## src/sv/assert_macros.svh

```systemverilog
`ifndef ASSERT_MACROS_SVH
`define ASSERT_MACROS_SVH

// Clocked check, switched off while reset is held.
`define WCG_ASSERT(lbl, prop) \
  lbl: assert property (@(posedge clk_i) disable iff (!rst_ni) (prop)) \
    else $error("assertion failed");

// Condition that must never hold at a clock edge.
`define WCG_ASSERT_NEVER(lbl, cond) \
  `WCG_ASSERT(lbl, !(cond))

`endif

```

## src/sv/wcg_pkg.sv

```systemverilog
`timescale 1ns / 1ps
package wcg_pkg;

  localparam int unsigned OP_W      = 3;
  localparam int unsigned ITEM_W    = 10;
  localparam int unsigned CONCEPT_W = 6;
  localparam int unsigned MASK_W    = 64;
  localparam int unsigned WEIGHT_W  = 32;
  localparam int unsigned VALUE_W   = 38;
  // selection bits are kept as rows of 64, one row per memory word
  localparam int unsigned ROW_BITS  = 64;
  localparam int unsigned ROW_SEL_W = 6;
  // wide enough for any item index the parameter range allows
  localparam int unsigned EXT_W     = 16;

  typedef enum logic [OP_W-1:0] {
    OP_LOAD_MASK   = 3'd0,
    OP_LOAD_WEIGHT = 3'd1,
    OP_GAIN        = 3'd2,
    OP_ADD         = 3'd3,
    OP_CLEAR       = 3'd4,
    OP_EVAL        = 3'd5
  } op_e;

  typedef enum logic [2:0] {
    K_LOAD_MASK,
    K_LOAD_WEIGHT,
    K_GAIN,
    K_GAIN_NULL,
    K_ADD,
    K_CLEAR,
    K_EVAL
  } kind_e;

  typedef enum logic [2:0] {
    ST_CLEAR,
    ST_IDLE,
    ST_FETCH,
    ST_SUM,
    ST_TAIL,
    ST_DONE
  } state_e;

  typedef struct packed {
    kind_e                kind;
    logic [ITEM_W-1:0]    item;
    logic [CONCEPT_W-1:0] concept;
    logic [MASK_W-1:0]    mask;
    logic [WEIGHT_W-1:0]  weight;
    logic                 check;
  } cmd_t;

  typedef struct packed {
    logic pop;
    logic busy;
  } back_stat_t;

endpackage

```

## src/sv/wcg_front.sv

```systemverilog
`timescale 1ns / 1ps
module wcg_front import wcg_pkg::*; #(
  parameter int unsigned NUM_ITEMS    = 1024,
  parameter int unsigned NUM_CONCEPTS = 64,
  parameter int unsigned WEIGHT_BITS  = 32
) (
  input  logic                 clk_i,
  input  logic                 rst_ni,
  input  logic                 push_i,
  output logic                 full_o,
  input  logic [OP_W-1:0]      operation_i,
  input  logic [ITEM_W-1:0]    item_index_i,
  input  logic [CONCEPT_W-1:0] concept_index_i,
  input  logic [MASK_W-1:0]    cover_mask_i,
  input  logic [WEIGHT_W-1:0]  weight_i,
  input  logic                 check_membership_i,
  input  back_stat_t           stat_i,
  output logic                 cmd_vld_o,
  output cmd_t                 cmd_o
);

  localparam logic [MASK_W-1:0]   MASK_KEEP   = {MASK_W{1'b1}} >> (MASK_W - NUM_CONCEPTS);
  localparam logic [WEIGHT_W-1:0] WEIGHT_KEEP = {WEIGHT_W{1'b1}} >> (WEIGHT_W - WEIGHT_BITS);

  cmd_t       q_q [2];
  logic       wp_q, wp_d, rp_q, rp_d;
  logic [1:0] cnt_q, cnt_d;
  logic       item_ok, concept_ok, keep, enq;
  cmd_t       cmd;

  always_comb begin
    item_ok     = 32'(item_index_i) < NUM_ITEMS;
    concept_ok  = 32'(concept_index_i) < NUM_CONCEPTS;
    keep        = 1'b1;
    cmd.item    = item_index_i;
    cmd.concept = concept_index_i;
    cmd.mask    = cover_mask_i & MASK_KEEP;
    cmd.weight  = weight_i & WEIGHT_KEEP;
    cmd.check   = check_membership_i;
    cmd.kind    = K_EVAL;
    // out-of-range loads and adds are dropped here; unused codes likewise
    unique case (op_e'(operation_i))
      OP_LOAD_MASK: begin
        cmd.kind = K_LOAD_MASK;
        keep     = item_ok;
      end
      OP_LOAD_WEIGHT: begin
        cmd.kind = K_LOAD_WEIGHT;
        keep     = concept_ok;
      end
      OP_GAIN: begin
        cmd.kind = item_ok ? K_GAIN : K_GAIN_NULL;
      end
      OP_ADD: begin
        cmd.kind = K_ADD;
        keep     = item_ok;
      end
      OP_CLEAR: begin
        cmd.kind = K_CLEAR;
      end
      OP_EVAL: begin
        cmd.kind = K_EVAL;
      end
      default: begin
        keep = 1'b0;
      end
    endcase
  end

  assign full_o    = (cnt_q == 2'd2) || stat_i.busy;
  assign enq       = push_i && !full_o && keep;
  assign cmd_vld_o = cnt_q != 2'd0;
  assign cmd_o     = q_q[rp_q];

  always_comb begin
    wp_d  = wp_q;
    rp_d  = rp_q;
    cnt_d = cnt_q;
    if (enq) begin
      wp_d = !wp_q;
    end
    if (stat_i.pop) begin
      rp_d = !rp_q;
    end
    unique case ({enq, stat_i.pop})
      2'b10:   cnt_d = cnt_q + 2'd1;
      2'b01:   cnt_d = cnt_q - 2'd1;
      default: cnt_d = cnt_q;
    endcase
  end

  always_ff @(posedge clk_i or negedge rst_ni) begin
    if (!rst_ni) begin
      wp_q  <= 1'b0;
      rp_q  <= 1'b0;
      cnt_q <= 2'd0;
    end else begin
      wp_q  <= wp_d;
      rp_q  <= rp_d;
      cnt_q <= cnt_d;
    end
  end

  always_ff @(posedge clk_i) begin
    if (enq) begin
      q_q[wp_q] <= cmd;
    end
  end

endmodule

```

## config.mk

```make
export PLATFORM = sky130hd
export DESIGN_NAME = wcg_front
export DESIGN_NICKNAME = d
export VERILOG_FILES = /design/src/sv/assert_macros.svh /design/src/sv/wcg_pkg.sv /design/src/sv/wcg_front.sv
export SDC_FILE = /design/constraint.sdc
export NUM_CORES = 1
export LEC_CHECK = 0
export ABC_AREA = 1
export BUFFER_PORTS_ARGS = -buffer_cell sky130_fd_sc_hd__buf_4
export CAP_MARGIN = 20
export CORE_MARGIN = 3
export CORE_UTILIZATION = 52
export DETAILED_ROUTE_END_ITERATION = 8
export GPL_ROUTABILITY_DRIVEN = 0
export GPL_TIMING_DRIVEN = 0
export PLACE_DENSITY = 0.77
export REMOVE_ABC_BUFFERS = 1
export SLEW_MARGIN = 20
export SYNTH_ARGS = -nofsm -noshare
export SYNTH_HDL_FRONTEND = slang
export SYNTH_SLANG_ARGS = --single-unit
```

## constraint.sdc

```tcl
create_clock -name clk_i -period 8 [get_ports clk_i]
set_input_delay 0.8 -clock clk_i [delete_from_list [all_inputs] [get_ports clk_i]]
set_output_delay 0.8 -clock clk_i [all_outputs]
set_load 0.01 [all_outputs]
```

; Word level (Yosys, flattened, before mapping)
; Memories as Yosys holds them, arrays and structs flattened.
; Cells that the tools add are included.
[classes]
addsub = 2
mul = 0
n_div = 0
n_lt_le_gt_ge = 0
n_eq_ne = 8
shifts = 0
n_mux = 5
bitwise = 0
reduce_logical = 10
[ops]
columns = operator, n
row1 = $pmux W3 S5, 1
row2 = $eq A3 B2 Y1 const B, 2
row3 = $eq A3 B3 Y1 const B, 2
row4 = $reduce_or A6 Y1, 1
row5 = $eq A2 B2 Y1 const B, 2
row6 = $pmux W2 S2, 1
row7 = $reduce_bool A2 Y1, 2
row8 = $eq A3 B1 Y1 const B, 1
row9 = $logic_not A1 Y1, 3
row10 = $logic_not A3 Y1, 1
row11 = $mux W1, 3
row12 = $add A2 B1 Y2 const B, 1
row13 = $eq A2 B1 Y1 const B, 1
row14 = $logic_and A1 B1 Y1, 2
row15 = $sub A2 B1 Y2 const B, 1
row16 = $logic_or A1 B1 Y1, 1
[word_totals]
regBits = 4
latchBits = 0
ram_bits = 232
mem_bits_ro = 0
input_bits = 121
out_inout_bits = 118
elab_cells = 29
mem_count = 1
[mem_list]
columns = name, depth, width, rd, rd_clocked_by_memory_dff, write_ports, line
row1 = q_q, 2, 116, 1, 0, 1, wcg_front.sv:25  ; cmd_t q_q [2];

; Depth between registers and ports, before layout
; Gate-level depths: netlist (run 1).
[depth]
depth_word = 7
ltp_mapped = 10
depth_no_buf = 10

; Least setup slack after synthesis (run 1)
; OpenSTA, ideal clock, no wires.
[synth_timing]
path_kind = input to register
start = in operation_i[2]
end = mem q_q[1][0] in the netlist's numbering, enable pin
setup_ps = 592
arrival_time_ps = 5860
required_ps = 7408
path_slack_ps = 1549
cell_stages = 5
n_path_buf = 0
path_cell_list = nand2_1 -> nand2_1 -> inv_1 -> nand2_1 -> nor2_1
[synth_via]
elab_chain_len = 6
elab_cells_between_ends = 11
classes_between = eq/ne (5) / mux (3) / reduce/logical (3)
[synth_lines]
columns = item, line
row1 = start: declaration, wcg_front.sv:11  ; input logic [OP_W-1:0] operation_i,
row2 = $eq A3 B3 Y1 (tied with other cells), wcg_front.sv:42  ; unique case (op_e'(operation_i))
row3 = $reduce_or A6 Y1 (no line) (*), -
row4 = $mux W1 (*), wcg_front.sv:42
row5 = $logic_and A1 B1 Y1 (*), wcg_front.sv:71  ; assign enq = push_i && !full_o && keep;
row6 = $mux W1 (*), wcg_front.sv:105  ; if (enq) begin
row7 = $mux W1 (not written as such) (*), wcg_front.sv:106  ; q_q[wp_q] <= cmd;
row8 = end: declaration, wcg_front.sv:25
; Every way passes the cells marked *; elsewhere a longest branch is shown, timed or not.

==> results of run 1 <==
-- synth_stat cells --
cell / number
a21oi_1: 2
buf_2: 8
buf_6: 5
dfrtp_1: 4
edfxtp_1: 232
ha_1: 1
inv_1: 9
mux2_2: 86
mux2_4: 30
nand2_1: 14
nand3_1: 2
nand4_1: 1
nor2_1: 1
o21a_1: 1
o21bai_1: 1
or2_2: 1
xnor2_1: 1
xor2_1: 1
-- final timing paths --
| kind | depth (start not counted) | startpoint | to | slack [ns] |
|---|---|---|---|---|
| min reg2reg | 1 | cnt_q[0]$_DFFE_PN0P_ | cnt_q[0]$_DFFE_PN0P_ | 0.51 |
| min | 1 | rst_ni | wp_q$_DFFE_PN0P_ | 0.09 |
| min in group clk_i | 1 | weight_i[2] | q_q[1][3]$_DFFE_PP_ | 0.49 |
| max reg2reg | 5 | cnt_q[0]$_DFFE_PN0P_ | q_q[0][38]$_DFFE_PP_ | 5.98 |
| max | 3 | rp_q$_DFFE_PN0P_ | cmd_o[55] | 5.13 |
| max in group asynchronous | 1 | rst_ni | rp_q$_DFFE_PN0P_ | 7.79 |
-- worst register-to-register path: cells and delay by family, from the launching register on --
family	cells	cell delay, ns
buffers and inverters	3	0.90
DFF	1	0.39
and+or+nand+nor	1	0.18
AOI/OAI and AO/OA	1	0.17
-- sequential cells by signal, indices dropped and copies added (netlist names) --
register and count:
rp_q 1, wp_q 1, cnt_q 2, q_q 232
-- report_power, final --
group          switching (uW)  internal [uW]
clock                     420            744
combinational             470            595
sequential               57.2           1500
-- per-layer routing --
layer  vias up  global-route usage  part of all wire
li1       2097                   -                 -
met1      2229               0.203              0.37
met2       186               0.323              0.51
met3        37              0.0576             0.097
met4         0              0.0526             0.025
met5         -                   0                 0
-- cells by family after synthesis --
group	Yosys count
adder cells (fa/ha/maj)	1
buffers and inverters	22
AND/OR/NAND/NOR	19
XOR/XNOR	2
flip-flops	236
multiplexers	116
AO/OA/AOI/OAI	4
-- cell type report --
type                            count  area [um2]
Tap cell                          216         270
Clock inverter                      9         170
Timing Repair Buffer              247        2030
Sequential cell                   236        7070
Fill cell                         986        4360
Multi-Input combinational cell    142        1560
Clock buffer                       35         673
Inverter                            9        38.8
-- stage by stage --
| step | instances | TNS [ns] | power (uW) | area [um2] |
|---|---|---|---|---|
| after detailed placement | 850 | 0 | 2660 | 11000 |
| after floorplan | 387 | 0 | 2200 | 8650 |
| after CTS | 894 | 0 | 3830 | 11800 |
| after global placement | 841 | -122.84 | 2700 | 10700 |
| final | 894 | 0 | 3790 | 11800 |
| after global routing | 894 | 0 | 3940 | 11800 |
==> summary.md, run 1 <==
| Metric | Value |
|---|---|
| Initial antenna violation count | `0` |
| Clk buf depth | `3` |
| Req. time, crit path | `7.20 ns` |
| Critical Path Fanout Max | `48` |
| Synth Cell Area | `approximately 0.0087 mm2` |
| Die area | `between 0.015 and 0.02 mm2` |
| Die Wd | `~140 um` |
| Clock-pin slew reported for the worst setup and hold paths after clock tree synthesis | `about 0.060 ns` |
| GRT Total Usage | `0.179` |
| CORE AREA | `about 0.016 mm2` |
| Syn. warnings | `0` |
| Adder-Cell Fraction of Synth Area | `0.00143` |
| P_leak | `around 0.0045 uW` |
| Post-Synth XOR/XNOR Area | `0.00200` |
| Die height | `roughly 140 um` |
| Post-DP HPWL | `roughly 12 mm` |
| Syn Area/Cell | `between 20 and 25 um2` |
| Dpl ws | `5.48 ns` |
| Final-report hold violation count | `0` |
| DRT Wirelength | `17.3 mm` |
| Period Utilization, post-route | `0.358` |
| Pwr Density | `~320 mW/mm2` |
| WL per Instance | `~19 um` |
| TritonCTS clock tree | `yes` |
| Crit end category | `output pin` |
| Num rows | `46` |
| Clock Skews | `around 0.011 ns` |
| Setup CP Type | `flip-flop to output pin` |
| Starting Density | `0.541` |
| P&R area growth vs syn | `35.0%` |
| Mapped Cells | `400` |
| Relative slew slack | `0.632` |
| Commonest non-fill, non-tap cell in the layout | `buf_4` |
| # H-tree levels | `1` |
| Clock Latency Late Sink | `between 0.4 and 0.5 ns` |
| Drt first pass iters | `4` |
| Number of port buffers | `between 200 and 250` |
| RSZ-0062 raised after global routing | `false` |
| CTS Buf Count | `24` |
| Setup WS post-layout | `just over 5 ns` |
| Post-CTS setup buffers | `0` |
| Critical path's slowest cell | `dfrtp_4` |
| Clock sink count | `roughly 240` |
| Largest net degree at the start of global routing | `63` |
| Cts hold-fix bufs | `0` |
| Grt ovf | `0` |
| CP Buf/Inv Count | `2` |
| Nets | `slightly below 800` |
| Seq cells post-synth | `236` |
| Final max-slew violation count | `0` |
| Hold Crit Class | `input pin to async pin` |
| Via count | `4549` |
| Share of cells above drive strength 1 | `0.590` |
| WP data arrival | `2.07 ns` |
| Final setup viols | `0` |
| Sequential area share after synthesis | `0.808` |
| Layout Utilization | `0.730` |
| Post-synth top area cell | `edfxtp_1` |
| Commonest non-fill, non-tap cells in the layout | `238 x buf_4, 232 x edfxtp_1, 86 x mux2_2` |
| Multiplexer area fraction after synthesis | `0.162` |
| DRC violations left | `0` |
| Minimum hold slack | `0.0904 ns` |
| Setup crit start kind | `flip-flop` |
| Critical path's top delay family | `flip-flops` |
| Antenna Nets Post-Route | `0` |
| Vias per std cell | `approximately 5` |
| Post-synthesis compound-gate area fraction | `0.00286` |
| # IOs | `239` |
| Worst-margin pin slew | `roughly 0.55 ns` |
| DR iter-0 viols | `between 200 and 250` |
| Vias in the first global route | `a little under 5000` |
| Antenna cells | `0` |
| Critical path, cell by cell | `buf_16 > mux2_2 > buf_4` |
| Fmax | `349 MHz` |
| Post-CTS sizing | `0` |
| Max VDD drop | `~0.00021 V` |
| Max_cap viols | `0` |
| Status | `finished clean` |
| Synth top area share | `0.796` |
| Yosys cell types | `18` |
| Max incr delay on CP | `~0.67 ns` |
| Synth Area in Simple Gates | `0.00901` |
| First-pass GRT wire length | `25.6 mm` |
| Largest family of logic cells by synthesized area | `multiplexers` |
| CTS Root Cell | `clkbuf_16` |
| Min Tclk post-route | `between 2 and 3 ns` |
| Synth top area cells | `edfxtp_1 80%, mux2_2 11%, mux2_4 5.1%` |
(Power assumes the default switching activity.)
==> run 2, diff against run 1 <==
==> constraint.sdc (replaced) <==
create_clock -name clk_i -period 2.8 [get_ports clk_i]
set_input_delay 0.28 -clock clk_i [delete_from_list [all_inputs] [get_ports clk_i]]
set_output_delay 0.28 -clock clk_i [all_outputs]
set_load 0.01 [all_outputs]
==> run 2 against run 1 <==
Clock power rose to 2.9 times the previous value; critical path depth unchanged; final cell count up 13%; non-clock buffer count up 115; die area unchanged; sequential cell count unchanged; combinational power rose to 3.0 times the previous value; utilization up 7.1 points; register-to-register slack worse by 5.3 ns; worst setup slack worse by 4.7 ns; largest cell class unchanged.
==> summary.md, run 2 (same netlist as run 1, synthesis figures left out) <==
| Metric | Value |
|---|---|
| Status | `finished clean` |
| Min Tclk post-route | `approximately 2.3 ns` |
| CORE AREA | `~0.016 mm2` |
| Post-CTS sizing | `0` |
| Antenna cells | `0` |
| First-pass GRT wire length | `30.7 mm` |
| Max VDD drop | `0.000671 V` |
| Setup CP Type | `flip-flop to output pin` |
| Clock Latency Late Sink | `0.49 ns` |
| # H-tree levels | `1` |
| Commonest non-fill, non-tap cell in the layout | `buf_4` |
| Worst-margin pin slew | `between 0.5 and 0.6 ns` |
| Clock sink count | `236` |
| Relative slew slack | `0.630` |
| Switching fraction of total power | `0.256` |
| Grt ovf | `0` |
| Final Non-Filler Cells | `slightly above 1000` |
| Post-DP HPWL | `11.6 mm` |
| P_leak | `0.00499 uW` |
| Antenna Nets Post-Route | `0` |
| Register share of total power | `0.404` |
| Period Utilization, post-route | `0.839` |
| Filler cells | `795` |
| Final setup viols | `0` |
| Hold Crit Class | `input pin to async pin` |
| Vias per std cell | `about 5.0` |
| Layout Utilization | `0.801` |
| Internal power | `between 8000 and 9000 uW` |
| Max incr delay on CP | `between 0.6 and 0.7 ns` |
| DRC violations left | `0` |
| CTS Buf Count | `24` |
| TritonCTS clock tree | `yes` |
| Req. time, crit path | `2.52 ns` |
| Critical Path Fanout Max | `48` |
| FF-to-FF setup slack | `approximately 0.7 ns` |
| Nets | `897` |
| Critical path's slowest cell | `dfrtp_4` |
| GRT Total Usage | `0.215` |
| P&R area growth vs syn | `48.1%` |
| Clock share of power | `0.302` |
| Die height | `approximately 140 um` |
| P_sw | `roughly 2800 uW` |
| DRT Wirelength | `between 20 and 25 mm` |
| Largest net degree at the start of global routing | `63` |
| Regs by FF count | `q_q x232, cnt_q x2` |
| Share of cells above drive strength 1 | `0.504` |
| Reg with most FFs | `q_q` |
| Max_cap viols | `0` |
| Placed insts | `between 800 and 900` |
| Num rows | `46` |
| Critical path, cell by cell | `buf_16 > mux2_2 > buf_4` |
| Number of port buffers | `238` |
| Vias in the first global route | `between 5000 and 6000` |
| WL per Instance | `~20 um` |
| Clock-pin slew reported for the worst setup and hold paths after clock tree synthesis | `roughly 0.06 ns` |
| Final max-slew violation count | `0` |
| RSZ-0062 raised after global routing | `false` |
| # IOs | `about 240` |
| Commonest non-fill, non-tap cells in the layout | `238 x buf_4, 232 x edfxtp_1, 115 x dlygate4sd3_1` |
| Initial antenna violation count | `0` |
| Final-report hold violation count | `0` |
| CTS Root Cell | `clkbuf_16` |
| Largest register FFs | `between 200 and 250` |
| Crit end category | `output pin` |
| Clk buf depth | `3` |
| Die Wd | `136 um` |
| Minimum hold slack | `0.109 ns` |
| Clock Skews | `approximately 0.0086 ns` |
| Die area | `approximately 0.018 mm2` |
| WP data arrival | `a little over 2 ns` |
| Fmax | `around 430 MHz` |
| Starting Density | `0.541` |
| Pwr Density | `852 mW/mm2` |
| Via count | `~5100` |
| Drt first pass iters | `4` |
| Setup crit start kind | `flip-flop` |
| DR iter-0 viols | `309` |
| Comb pwr share | `0.294` |
==> run 2: per-stage QoR <==
stage | setup TNS (ns) | total power (uW) | cell area, um2 | setup slack [ns]
after floorplan | -577.13 | 6260 | 8650 | -3.29
after global placement | -1162.40 | 6950 | 10700 | -5.79
after detailed placement | 0 | 7590 | 11000 | 0.780
after CTS | 0 | 11100 | 13000 | 0.432
after global routing | 0 | 11500 | 13000 | 0.385
final | 0 | 11000 | 13000 | 0.451
==> run 2: power groups by stage <==
stage | Combinational [uW] | Clock, uW | Sequential [uW]
finish | 3250 | 3340 | 4460
global route | 3440 | 3550 | 4480
CTS | 3240 | 3400 | 4440
detailed placement | 3080 | 0 | 4510
global placement | 2220 | 0 | 4740
floorplan | 1550 | 0 | 4700
==> run 2: repair_timing <==
action                                  4_1_cts  5_1_grt
buffers inserted                              0        0
endpoints found under the setup margin        0        0
hold buffers                                115        0
endpoints found under the hold margin       231        0
==> run 2: critical path: cells and delay by family, from the launching register on <==
family | cells | cell delay [ns]
buffers and inverters | 2 | 0.46
multiplexers | 1 | 0.40
flip-flops | 1 | 0.67
==> run 2: final cells by class <==
class                      instances  area, um2  area share
clock buffer                      35        673      0.0519
clock inverter                     9        170      0.0131
inverter                           9       38.8     0.00299
multi-input combinational        142       1560       0.120
sequential                       236       7070       0.546
tap                              216        270      0.0209
timing repair buffer             362       3180       0.245
==> run 2: final timing paths <==
check                                             end                 start  depth (start not counted)
worst max-delay path                        cmd_o[55]      rp_q$_DFFE_PN0P_                          3
max in group asynchronous            rp_q$_DFFE_PN0P_                rst_ni                          2
min in group clk_i              q_q[0][114]$_DFFE_PP_        operation_i[0]                          2
worst min register to register   cnt_q[0]$_DFFE_PN0P_  cnt_q[0]$_DFFE_PN0P_                          1
worst min-delay path                 rp_q$_DFFE_PN0P_                rst_ni                          2
worst max register to register   q_q[0][99]$_DFFE_PP_  cnt_q[0]$_DFFE_PN0P_                          5
==> run 2: routing by layer <==
metal | vias up | global-route usage | part of all wire
li1 | 2321 | - | -
met1 | 2518 | 0.243 | 0.36
met2 | 211 | 0.405 | 0.53
met3 | 34 | 0.0561 | 0.083
met4 | 0 | 0.0515 | 0.018
met5 | - | 0 | 0
